File: config.mk
export PLATFORM = sky130hd
export DESIGN_NAME = utge_front
export DESIGN_NICKNAME = d
export VERILOG_FILES = /design/src/rtl/core/utge_pkg.sv /design/src/rtl/core/utge_front.sv
export SDC_FILE = /design/constraint.sdc
export NUM_CORES = 1
export LEC_CHECK = 0
export BUFFER_PORTS_ARGS = -buffer_cell sky130_fd_sc_hd__buf_4
export CORE_AREA = 10 10 47 49
export DETAILED_ROUTE_END_ITERATION = 10
export DIE_AREA = 0 0 57 59
export RECOVER_POWER = 25
export SYNTH_ARGS = -nofsm -noshare
export SYNTH_HDL_FRONTEND = slang
export SYNTH_SLANG_ARGS = --single-unit
File: constraint.sdc
create_clock -name vclk -period 1.4
set_clock_uncertainty 0.2 [all_clocks]
set_input_delay 0 -clock vclk [all_inputs]
set_output_delay 0 -clock vclk [all_outputs]
set_load 0.02 [all_outputs]
File: src/rtl/core/utge_pkg.sv
package utge_pkg;

  localparam int DEFAULT_MAX_INPUTS  = 4;
  localparam int DEFAULT_QUEUE_DEPTH = 2;

  localparam int OP_W    = 2;
  localparam int PORT_W  = 2;
  localparam int TIDX_W  = 8;
  localparam int WORD_W  = 6;
  localparam int LVL_W   = 2;
  localparam int COUNT_W = 3;
  localparam int CFG_W   = 3;

  localparam logic [OP_W-1:0] OP_WRITE = 2'd0;
  localparam logic [OP_W-1:0] OP_EVENT = 2'd1;
  localparam logic [OP_W-1:0] OP_INIT  = 2'd2;

  localparam logic [LVL_W-1:0] LVL_Z = 2'd2;
  localparam logic [LVL_W-1:0] LVL_X = 2'd3;

  localparam logic [0:0] CFG_INPUT_COUNT = 1'b0;
  localparam logic [0:0] CFG_SEQUENTIAL  = 1'b1;

  typedef enum logic [1:0] {
    ITEM_NONE,
    ITEM_WRITE,
    ITEM_EVENT,
    ITEM_INIT
  } kind_t;

  // One classified word on its way from the front to the back. The level
  // field holds the new input value or the init output, Z already mapped to X.
  typedef struct packed {
    kind_t             kind;
    logic [PORT_W-1:0] port;
    logic [TIDX_W-1:0] table_index;
    logic [WORD_W-1:0] table_word;
    logic [LVL_W-1:0]  level;
  } item_t;

  function automatic int pow3(input int n);
    int r;
    r = 1;
    for (int i = 0; i < n; i++) begin
      r = r * 3;
    end
    return r;
  endfunction

  // Base-3 digit of a logic level: 0, 1, or 2 for anything unknown.
  function automatic logic [1:0] digit(input logic [LVL_W-1:0] lvl);
    return lvl[1] ? 2'd2 : lvl;
  endfunction

  function automatic logic [LVL_W-1:0] z_to_x(input logic [LVL_W-1:0] lvl);
    return (lvl == LVL_Z) ? LVL_X : lvl;
  endfunction

endpackage

File: src/rtl/core/utge_front.sv
module utge_front #(
  parameter int MAX_INPUTS = utge_pkg::DEFAULT_MAX_INPUTS
) (
  input  logic [utge_pkg::OP_W-1:0]         op,
  input  logic [utge_pkg::PORT_W-1:0]       port,
  input  logic [utge_pkg::TIDX_W-1:0]       table_index,
  input  logic [utge_pkg::WORD_W-1:0]       table_word,
  input  logic [utge_pkg::LVL_W-1:0]        new_value,
  input  logic [utge_pkg::LVL_W-1:0]        init_output,
  input  logic [$clog2(MAX_INPUTS+1)-1:0]   n_eff,
  output utge_pkg::item_t                   item
);

  localparam int ENTRIES = utge_pkg::pow3(MAX_INPUTS + 1);

  always_comb begin
    item.port        = port;
    item.table_index = table_index;
    item.table_word  = table_word;
    item.level       = utge_pkg::z_to_x(new_value);
    unique case (op)
      utge_pkg::OP_WRITE: begin
        if (int'(port) < MAX_INPUTS && int'(table_index) < ENTRIES) begin
          item.kind = utge_pkg::ITEM_WRITE;
        end else begin
          item.kind = utge_pkg::ITEM_NONE;
        end
      end
      utge_pkg::OP_EVENT: begin
        // Events on ports beyond the active input count are dropped here.
        if (int'(port) < int'(n_eff)) begin
          item.kind = utge_pkg::ITEM_EVENT;
        end else begin
          item.kind = utge_pkg::ITEM_NONE;
        end
      end
      utge_pkg::OP_INIT: begin
        item.kind  = utge_pkg::ITEM_INIT;
        item.level = utge_pkg::z_to_x(init_output);
      end
      default: begin
        item.kind = utge_pkg::ITEM_NONE;
      end
    endcase
  end

endmodule

=== Word level (Yosys, flattened, before mapping) ===
Cells that the tools add are included.

* Flip-flop bits (word level): 0
* Output and inout bits: 20
* Input bits: 25
* Word-level logic and storage cells: 13

* Equality and inequality tests: 4
* Magnitude comparators: 2
* Reduce and logical (&&, ||, !) cells: 1
* Multiplexer cells: 6

{| class="wikitable"
|+ Operators with widths
! cell !! number
|-
| $lt A8 B8 Y1 const B || 1
|-
| $mux W2 || 4
|-
| $eq A2 B2 Y1 const B || 3
|-
| $pmux W2 S3 || 1
|-
| $lt A2 B3 Y1 || 1
|-
| $eq A2 B1 Y1 const B || 1
|-
| $logic_not A2 Y1 || 1
|-
| $mux W1 || 1
|}

=== Logic depth before layout (Yosys ltp) ===
* Depth after elaboration: 3
* Mapped depth: 4
* Gate-level depth less buffers: 4

=== Worst setup path before layout ===
No wires, ideal clock.

* Path kind: input to output
* From: input port n_eff[1]
* To: output port item[19] (netlist bit)
* Data arrival time: 0.824 ns
* Slack: 0.376 ns
* Stages on the path: 4
* Cells stage by stage: inv_1 ha_1 a2111o_1 nand3_1

{| class="wikitable"
|+ RTL lines
! what !! RTL line !! text
|-
| start: declaration || utge_front.sv:10 || <nowiki>input logic [$clog2(MAX_INPUTS+1)-1:0] n_eff,</nowiki>
|-
| end: declaration || utge_front.sv:11 || <nowiki>output utge_pkg::item_t item</nowiki>
|}

==> flow_metrics.env <==
export IMPL_routed_wl_microns=1040
export IMPL_drive_gt1_share_pct=52.7
export IMPL_cp_slowest_cell="a2111o_1"
export IMPL_track_usage_pct=5.45
export IMPL_rsz0062_at_grt="false"
export IMPL_start_util_pct=16.0
export IMPL_gp_congestion=0.619
export IMPL_wl_per_cell_microns=14.6
export IMPL_yosysWarnings=0
export IMPL_area_growth_pct=84.4
export IMPL_coreArea_sq_um=1400
export IMPL_final_core_util_pct=29.5
export IMPL_critical_path_peak_fanout=2
export IMPL_peakVddDrop_v=0.0000995
export IMPL_syn_inst=32
export IMPL_die_h_microns=59
export IMPL_grt_start_max_net_pins=5
export IMPL_setup_tns_ps=0
export IMPL_synth_top_area_share_pct=53.6
export IMPL_synth_area_per_cell_sq_um=7.00
export IMPL_worst_slack_ps=212
export IMPL_n_fill_cell=162
export IMPL_post_synth_top_area_cell="buf_4"
export IMPL_maxSlewViolCount=0
export IMPL_regArea_sq_um=0
export IMPL_hold_class="input port to primary output"
export IMPL_endpoint_kind="primary output"
export IMPL_dp_slack_ps=194
export IMPL_grt_overflow_total=0
export IMPL_crit_type="input port to primary output"
export IMPL_final_antenna_net_count=0
export IMPL_nClkBuffers=0
export IMPL_io_pins=45
export IMPL_dieArea_sq_um=3360
export IMPL_max_stage_delay_ps=360
export IMPL_required_ps=1200
export IMPL_maxCapViolCount=0
export IMPL_hold_viol=0
export IMPL_synth_most_common_cell="buf_4"
export IMPL_die_w_microns=57
export IMPL_diodes=0
export IMPL_drc=0
export IMPL_grt_pass1_wl_microns=1620
export IMPL_whs_path_depth=2
export IMPL_post_route_period_util_pct=84.8
export IMPL_grt_pass1_vias=357
export IMPL_num_rows=14
export IMPL_cp_common_cell="buf_4"
export IMPL_status="finished, final reports clean"
export IMPL_crit_path_start="port[1]"
export IMPL_netlist_top_cells_count="buf_4 (16), inv_1 (2), nand2b_1 (2), nor2_1 (2), nor3_1 (2)"
export IMPL_holdWs_ps=7.82
export IMPL_relSlewSlack_pct=81.6
export IMPL_max_freq_mhz=842
export IMPL_syn_nets=58
export IMPL_crit_arrival_ps=990
export IMPL_nets=83
export IMPL_firstDrtPassIters=2
export IMPL_route_vias_total=293
export IMPL_setup_viol=0
export IMPL_antenna_found_initial=0
export IMPL_ys_top_cells_by_area="buf_4 (54%), ha_1 (5.6%), nand2b_1 (5.6%)"
export IMPL_p_leak_nw=0.208
export IMPL_drt_iter0_drc=1
export IMPL_min_from="port[0]"
export IMPL_start_kind="input port"
export IMPL_p_per_area_nw_per_um2=376
export IMPL_io_buffers=33
export IMPL_syn_cell_area_sq_um=224
export IMPL_seq_cells=0
export IMPL_viasPerCell=4.13
export IMPL_synth_yosys_seq_area_share_pct=0
export IMPL_synth_cell_types=13
export IMPL_worstPathCellList="buf_4, ha_1, a2111o_1, nand3_1, buf_4"
export IMPL_dp_hpwl_microns=857
export IMPL_worst_slew_pin_slew_ps=276
export IMPL_fin_crit_ps=1190
export IMPL_cts_setup_buffers=0
stage by stage:
stage | instances | cell area (sq um) | power, mW
6_report | 71 | 413 | 0.155
5_1_grt | 71 | 413 | 0.168
4_1_cts | 71 | 432 | 0.165
3_5_place_dp | 65 | 372 | 0.138
3_3_place_gp | 65 | 372 | 0.135
2_1_floorplan | 32 | 224 | 0.0956
worst max-delay path, delay by kind of cell:
family	cells	cell delay, ps
and+or+nand+nor	1	90
adders and majority gates	1	280
buffers and inverters	2	250
AOI/OAI and AO/OA	1	360
report_power, final:
group	internal, mW	leakage (nW)	switching (mW)
Clock	0	0	0
Combinational	0.0782	0.208	0.0770
Sequential	0	0	0
cell usage in the layout (no fill, tap or decap):
cell type / instances
a2111o_1: 1
a211oi_1: 1
a21oi_1: 1
buf_4: 28
clkbuf_1: 5
dlygate4sd3_1: 6
ha_1: 1
inv_1: 2
mux2_2: 1
nand2b_1: 2
nand3_1: 1
nand3b_1: 1
nand4_1: 1
nor2_1: 2
nor3_1: 2
final timing paths:
| check | end |
|---|---|
| worst max-delay path | item[19] |
| worst min-delay path | item[16] |
metal layers:
layer / vias to the layer above / track usage [%] / share of wire, %
li1: 139 / - / -
met1: 124 / 5.23 / 36
met2: 30 / 9.61 / 46
met3: 0 / 4.29 / 18
met4: 0 / 0 / 0
met5: - / 0 / 0
what timing repair did:
action | in CTS | in global routing
hold buffers | 6 | 0
hold endpoints to repair | 6 | 0
resized for setup | 0 | 0
layout make-up:
type                       count  area, sq um  share of cell area (%)
timing repair buffer          39          289                    70.0
inverter                       2         7.51                    1.82
tap                           16         20.0                    4.85
multi-input combinational     14         96.3                    23.3
cell families after synthesis:
family / count (synthesis) / synth area share [%]
buffers and inverters: 18 / 57.0
adders and majority gates: 1 / 5.59
and+or+nand+nor: 9 / 21.8
AOI/OAI and AO/OA: 3 / 10.6
muxes: 1 / 5.03
Note: power is estimated with default switching activity, not from simulation.
