### src/rtl/core/utge_pkg.sv
package utge_pkg;

  localparam int DEFAULT_MAX_INPUTS  = 4;
  localparam int DEFAULT_QUEUE_DEPTH = 2;

  localparam int OP_W    = 2;
  localparam int PORT_W  = 2;
  localparam int TIDX_W  = 8;
  localparam int WORD_W  = 6;
  localparam int LVL_W   = 2;
  localparam int COUNT_W = 3;
  localparam int CFG_W   = 3;

  localparam logic [OP_W-1:0] OP_WRITE = 2'd0;
  localparam logic [OP_W-1:0] OP_EVENT = 2'd1;
  localparam logic [OP_W-1:0] OP_INIT  = 2'd2;

  localparam logic [LVL_W-1:0] LVL_Z = 2'd2;
  localparam logic [LVL_W-1:0] LVL_X = 2'd3;

  localparam logic [0:0] CFG_INPUT_COUNT = 1'b0;
  localparam logic [0:0] CFG_SEQUENTIAL  = 1'b1;

  typedef enum logic [1:0] {
    ITEM_NONE,
    ITEM_WRITE,
    ITEM_EVENT,
    ITEM_INIT
  } kind_t;

  // One classified word on its way from the front to the back. The level
  // field holds the new input value or the init output, Z already mapped to X.
  typedef struct packed {
    kind_t             kind;
    logic [PORT_W-1:0] port;
    logic [TIDX_W-1:0] table_index;
    logic [WORD_W-1:0] table_word;
    logic [LVL_W-1:0]  level;
  } item_t;

  function automatic int pow3(input int n);
    int r;
    r = 1;
    for (int i = 0; i < n; i++) begin
      r = r * 3;
    end
    return r;
  endfunction

  // Base-3 digit of a logic level: 0, 1, or 2 for anything unknown.
  function automatic logic [1:0] digit(input logic [LVL_W-1:0] lvl);
    return lvl[1] ? 2'd2 : lvl;
  endfunction

  function automatic logic [LVL_W-1:0] z_to_x(input logic [LVL_W-1:0] lvl);
    return (lvl == LVL_Z) ? LVL_X : lvl;
  endfunction

endpackage

### src/rtl/core/utge_queue.sv
module utge_queue #(
  parameter int DEPTH = utge_pkg::DEFAULT_QUEUE_DEPTH
) (
  input  logic            clk,
  input  logic            rst,
  input  logic            push,
  input  utge_pkg::item_t push_item,
  output logic            full,
  input  logic            pop,
  output logic            empty,
  output utge_pkg::item_t head
);

  localparam int PTRW = (DEPTH > 1) ? $clog2(DEPTH) : 1;
  localparam int CW   = $clog2(DEPTH + 1);

  utge_pkg::item_t slots [DEPTH];
  logic [PTRW-1:0] wr_ptr;
  logic [PTRW-1:0] rd_ptr;
  logic [CW-1:0]   count;

  assign full  = (count == CW'(DEPTH));
  assign empty = (count == '0);
  assign head  = slots[rd_ptr];

  always_ff @(posedge clk) begin
    if (push) begin
      slots[wr_ptr] <= push_item;
    end
  end

  always_ff @(posedge clk) begin
    if (rst) begin
      wr_ptr <= '0;
      rd_ptr <= '0;
      count  <= '0;
    end else begin
      if (push) begin
        wr_ptr <= (wr_ptr == PTRW'(DEPTH - 1)) ? '0 : wr_ptr + 1'b1;
      end
      if (pop) begin
        rd_ptr <= (rd_ptr == PTRW'(DEPTH - 1)) ? '0 : rd_ptr + 1'b1;
      end
      if (push && !pop) begin
        count <= count + 1'b1;
      end else if (pop && !push) begin
        count <= count - 1'b1;
      end
    end
  end

  a_no_overflow: assert property (@(posedge clk) disable iff (rst)
    count <= CW'(DEPTH))
    else $error("queue count beyond depth");

endmodule

### config.mk
export PLATFORM = sky130hd
export DESIGN_NAME = utge_queue
export DESIGN_NICKNAME = d
export VERILOG_FILES = /design/src/rtl/core/utge_pkg.sv /design/src/rtl/core/utge_queue.sv
export SDC_FILE = /design/constraint.sdc
export NUM_CORES = 1
export LEC_CHECK = 0
export BUFFER_PORTS_ARGS = -buffer_cell sky130_fd_sc_hd__buf_2
export CAP_MARGIN = 5
export CORE_ASPECT_RATIO = 1.75
export CORE_MARGIN = 2
export CORE_UTILIZATION = 25
export CTS_BUF_LIST = sky130_fd_sc_hd__clkbuf_4 sky130_fd_sc_hd__clkbuf_8
export CTS_CLUSTER_SIZE = 16
export DETAILED_ROUTE_END_ITERATION = 8
export GPL_TIMING_DRIVEN = 0
export PLACE_DENSITY = 0.51
export SETUP_SLACK_MARGIN = 0.2
export SLEW_MARGIN = 20
export SYNTH_ARGS = -nofsm -noshare
export SYNTH_HDL_FRONTEND = slang
export SYNTH_SLANG_ARGS = --single-unit
### constraint.sdc
create_clock -name clk -period 3.8 [get_ports clk]
set_input_delay 0.57 -clock clk [delete_from_list [all_inputs] [get_ports clk]]
set_output_delay 0.57 -clock clk [all_outputs]
set_load 0.05 [all_outputs]
; ---- Yosys cells after proc, flatten, opt, wreduce, memory -nomap -nowiden
; Memory sizes are Yosys's and may differ from the RTL's. A register that Yosys moved wholly into a read port is not among the register bits.
; Index checks and enable logic that the tools add are counted.
[totals]
out_inout_bits = 22
mem_count = 1
register_bits = 4
ram_bits = 40
[mem_list]
columns = memory, words, word_bits, read_ports, rd_clocked_by_memory_dff, wr, line_no
row1 = slots, 2, 20, 1, 1, 1, utge_queue.sv:17  ; utge_pkg::item_t slots [DEPTH];
[classes]
n_eq_ne = 1
mux = 8
reduce_logical = 6
addsub = 4
[op_table]
columns = op, n
row1 = $mux 1, 6
row2 = $mux 2, 2
row3 = $add 1x1->1 const B, 2
row4 = $add 2x1->2 const B, 1
row5 = $eq 2x2->1 const B, 1
row6 = $logic_and 1x1->1, 2
row7 = $logic_not 1->1, 2
row8 = $logic_not 2->1, 1
row9 = $reduce_bool 2->1, 1
row10 = $sub 2x1->2 const B, 1

; ---- Logic depth before layout (Yosys ltp)
[depth]
depth_word = 4
mapped_depth = 5

; ---- Worst setup path after synthesis
; OpenSTA, ideal clock, no wires.
[synth_timing]
path_type = input-to-reg
from = input port push
to = memory slots[0][0] (netlist bit) (enable)
stages = 1
t_arrival_ns = 1.505
path_slack_ns = 1.896
required_ns = 3.401
cell_sequence = nor2b_1
[synth_between]
elab_chain_len = 2
[synth_lines]
columns = element, line_no
row1 = start: declaration, utge_queue.sv:6  ; input logic push,
row2 = $mux 1, utge_queue.sv:27  ; if (push) begin
row3 = $mux 1 (not written as such), utge_queue.sv:28  ; slots[wr_ptr] <= push_item;
row4 = end: declaration, utge_queue.sv:17
; Every way passes these cells.

==> out/metrics.yaml <==
synth_edf_count: 40
track_usage_pct: 8.870
fmax_mhz: 492.2
async_flop_share_pct: 0
multiInputGateArea_sq_um: 331.6
switching_share_pct: 28.42
cts_root_buf: "clkbuf_8"
grt_pass1_wl_mm: 4.643
vias: 880
areaGrowthSynthToFinish_pct: 26.56
cts.sinks: 45
rsz0062_at_grt: "no"
cts_resized: 0
crit_path_start_kind: "register"
hold_class: "input pin to register"
powerDensity_nw_per_um2: 524.7
p_leak_nw: 0.7853
status: "complete, no violations"
rows: 39
wl_per_cell_microns: 13.12
clkLatencyLatePin_ps: 300
yosysSeqAreaShare_pct: 79.15
globalplace.congestion: 0.6294
pwr-share-comb_pct: 19.4
fin_crit_ps: 2032
dp_hpwl_mm: 2.065
coreArea_sq_um: 6441
yosys_warnings: 0
worstRegToRegCells: 1
layout.nets: 162
ioPinCount: 46
via_per_inst: 4.000
ys.flop_type: "edfxtp_1"
grt_antenna_before_repair: 0
utilization_pct: 32.30
synth_cells: 84
routed_wl_mm: 2.886
numPortBuffers: 45
first_iter_violations: 17
whs_path_depth: 1
fillers: 653
max_cap_viol_count: 0
required_ps: 3230
drive_gt1_share_pct: 56.52
synth_area_sq_um: 1644
finalHoldViolCount: 0
slew_headroom_pct: 30.88
setup_tns_ps: 0
p_switching_mw: 0.3103
die_w_microns: 65.30
regArea_sq_um: 1301
overflow: 0
setup_viol: 0
clkTransAtPathRegs_ps: 80
grt_pass1_vias: 1008
numCtsBuffers: 5
postCtsSetupBuffers: 0
cp.arrival_ps: 1460
synth_seq_cells: 45
pwr-share-clk_pct: 27.1
postCtsHoldBufs: 0
initial_core_util_pct: 25.52
cp-end-kind: "output pin"
drt_first_pass_iters: 4
fin_crit_sh_pct: 53.46
p_seq_share_pct: 53.5
die_area_sq_um: 7266
diodes: 0
syn_avg_cell_area_sq_um: 19.57
cp_max_fo: 10
grt_max_degree: 21
fp.dieH_microns: 111.3
slew_violations: 0
cts.htree.levels: 2
cell_internal_pwr_mw: 0.7814
yosys.cell_types.count: 15
skew_ps: 8.089
cts.path.max_buffers: 2
path_class: "register to output pin"
synth.net_count: 109
cts_tree: "built"
ant_nets: 0
drc: 0
worst_pin_slew_ps: 1037
vdd_ir_drop_max_v: 0.0002646
==> final cells by class <==
class                           count  area share, %
Sequential cell                    45          62.54
Multi-Input combinational cell     36          15.94
Timing Repair Buffer               46          11.55
Tap cell                           82          4.931
Clock buffer                        7          4.029
Buffer                              2         0.4811
Clock inverter                      1         0.3608
Inverter                            1         0.1804
==> power groups by stage <==
stage | Sequential (mW) | Combinational (mW) | Clock [mW]
after global routing | 0.588 | 0.225 | 0.334
after global placement | 0.595 | 0.208 | 0
after detailed placement | 0.596 | 0.216 | 0
after CTS | 0.585 | 0.217 | 0.312
after floorplan | 0.593 | 0.160 | 0
final | 0.584 | 0.212 | 0.295
==> per-layer routing <==
metal	vias to the layer above	wire length (microns)	global-route usage, %
met5	-	0	0
li1	420	-	-
met4	0	63	4.583
met1	427	959	7.280
met3	6	144	3.655
met2	27	1718	16.87
==> cells in the final DEF (no fill, tap or decap) <==
cell type	netlist	final
a21oi_1	1	1
and2_1	1	1
and2b_2	1	1
buf_2	2	47
buf_8	0	1
clkbuf_4	0	2
clkbuf_8	0	5
clkinvlp_4	0	1
dfxtp_1	5	5
edfxtp_1	40	40
ha_1	1	1
inv_1	1	1
mux2_2	20	20
nor2_1	5	5
nor2b_2	0	1
o21ai_0	1	1
or3_1	1	1
xnor2_1	2	2
xor2_1	2	2
==> worst max-delay path, stage by stage, from the launching register on <==
cell	delay (ps)
dfxtp_1	320
buf_2	260
mux2_2	370
buf_2	210
==> sequential cells by signal, summed over array words and instances, names as in the netlist, named ones only <==
signal	cells
slots	40
count	2
rd_ptr	1
wr_ptr	1
==> path summary, 6_finish.rpt <==
kind / startpoint / to / slack (ps)
min reg2reg: rd_ptr / rd_ptr / 520
max: register / head[8] / 1770
min: push_item[13] / slots[0][13] / 460
max reg2reg: wr_ptr / slots[1][0] / 2190
==> stage by stage <==
step	cell area [sq um]	hold WS [ps]	std cells	setup WS (ps)	power [mW]
finish	2081	457.3	220	1768	1.092
global route	2081	433.5	220	1650	1.147
CTS	2081	437.3	220	1711	1.113
detailed placement	1989	511.6	212	1802	0.8123
global placement	1972	478.5	211	1253	0.8026
floorplan	1644	461.4	84	1896	0.7526
==> cells by family (layout without fill, tap and decap cells) <==
group                      Yosys count  after routing  synth area share (%)
xor gates and xnor gates             4              4                 2.131
muxes                               20             20                 13.70
adders and majority gates            1              1                0.7609
and+or+nand+nor                      9              9                 2.817
buffers and inverters                3             57                0.8369
AOI/OAI and AO/OA                    2              2                0.6082
DFF                                 45             45                 79.15
==> Yosys cell counts, types with 2 or more instances <==
library cell	count	area share, %
xnor2_1	2	1.1
edfxtp_1	40	73
xor2_1	2	1.1
mux2_2	20	14
nor2_1	5	1.1
buf_2	2	0.61
dfxtp_1	5	6.1
Note: power is estimated with default switching activity, not from simulation.
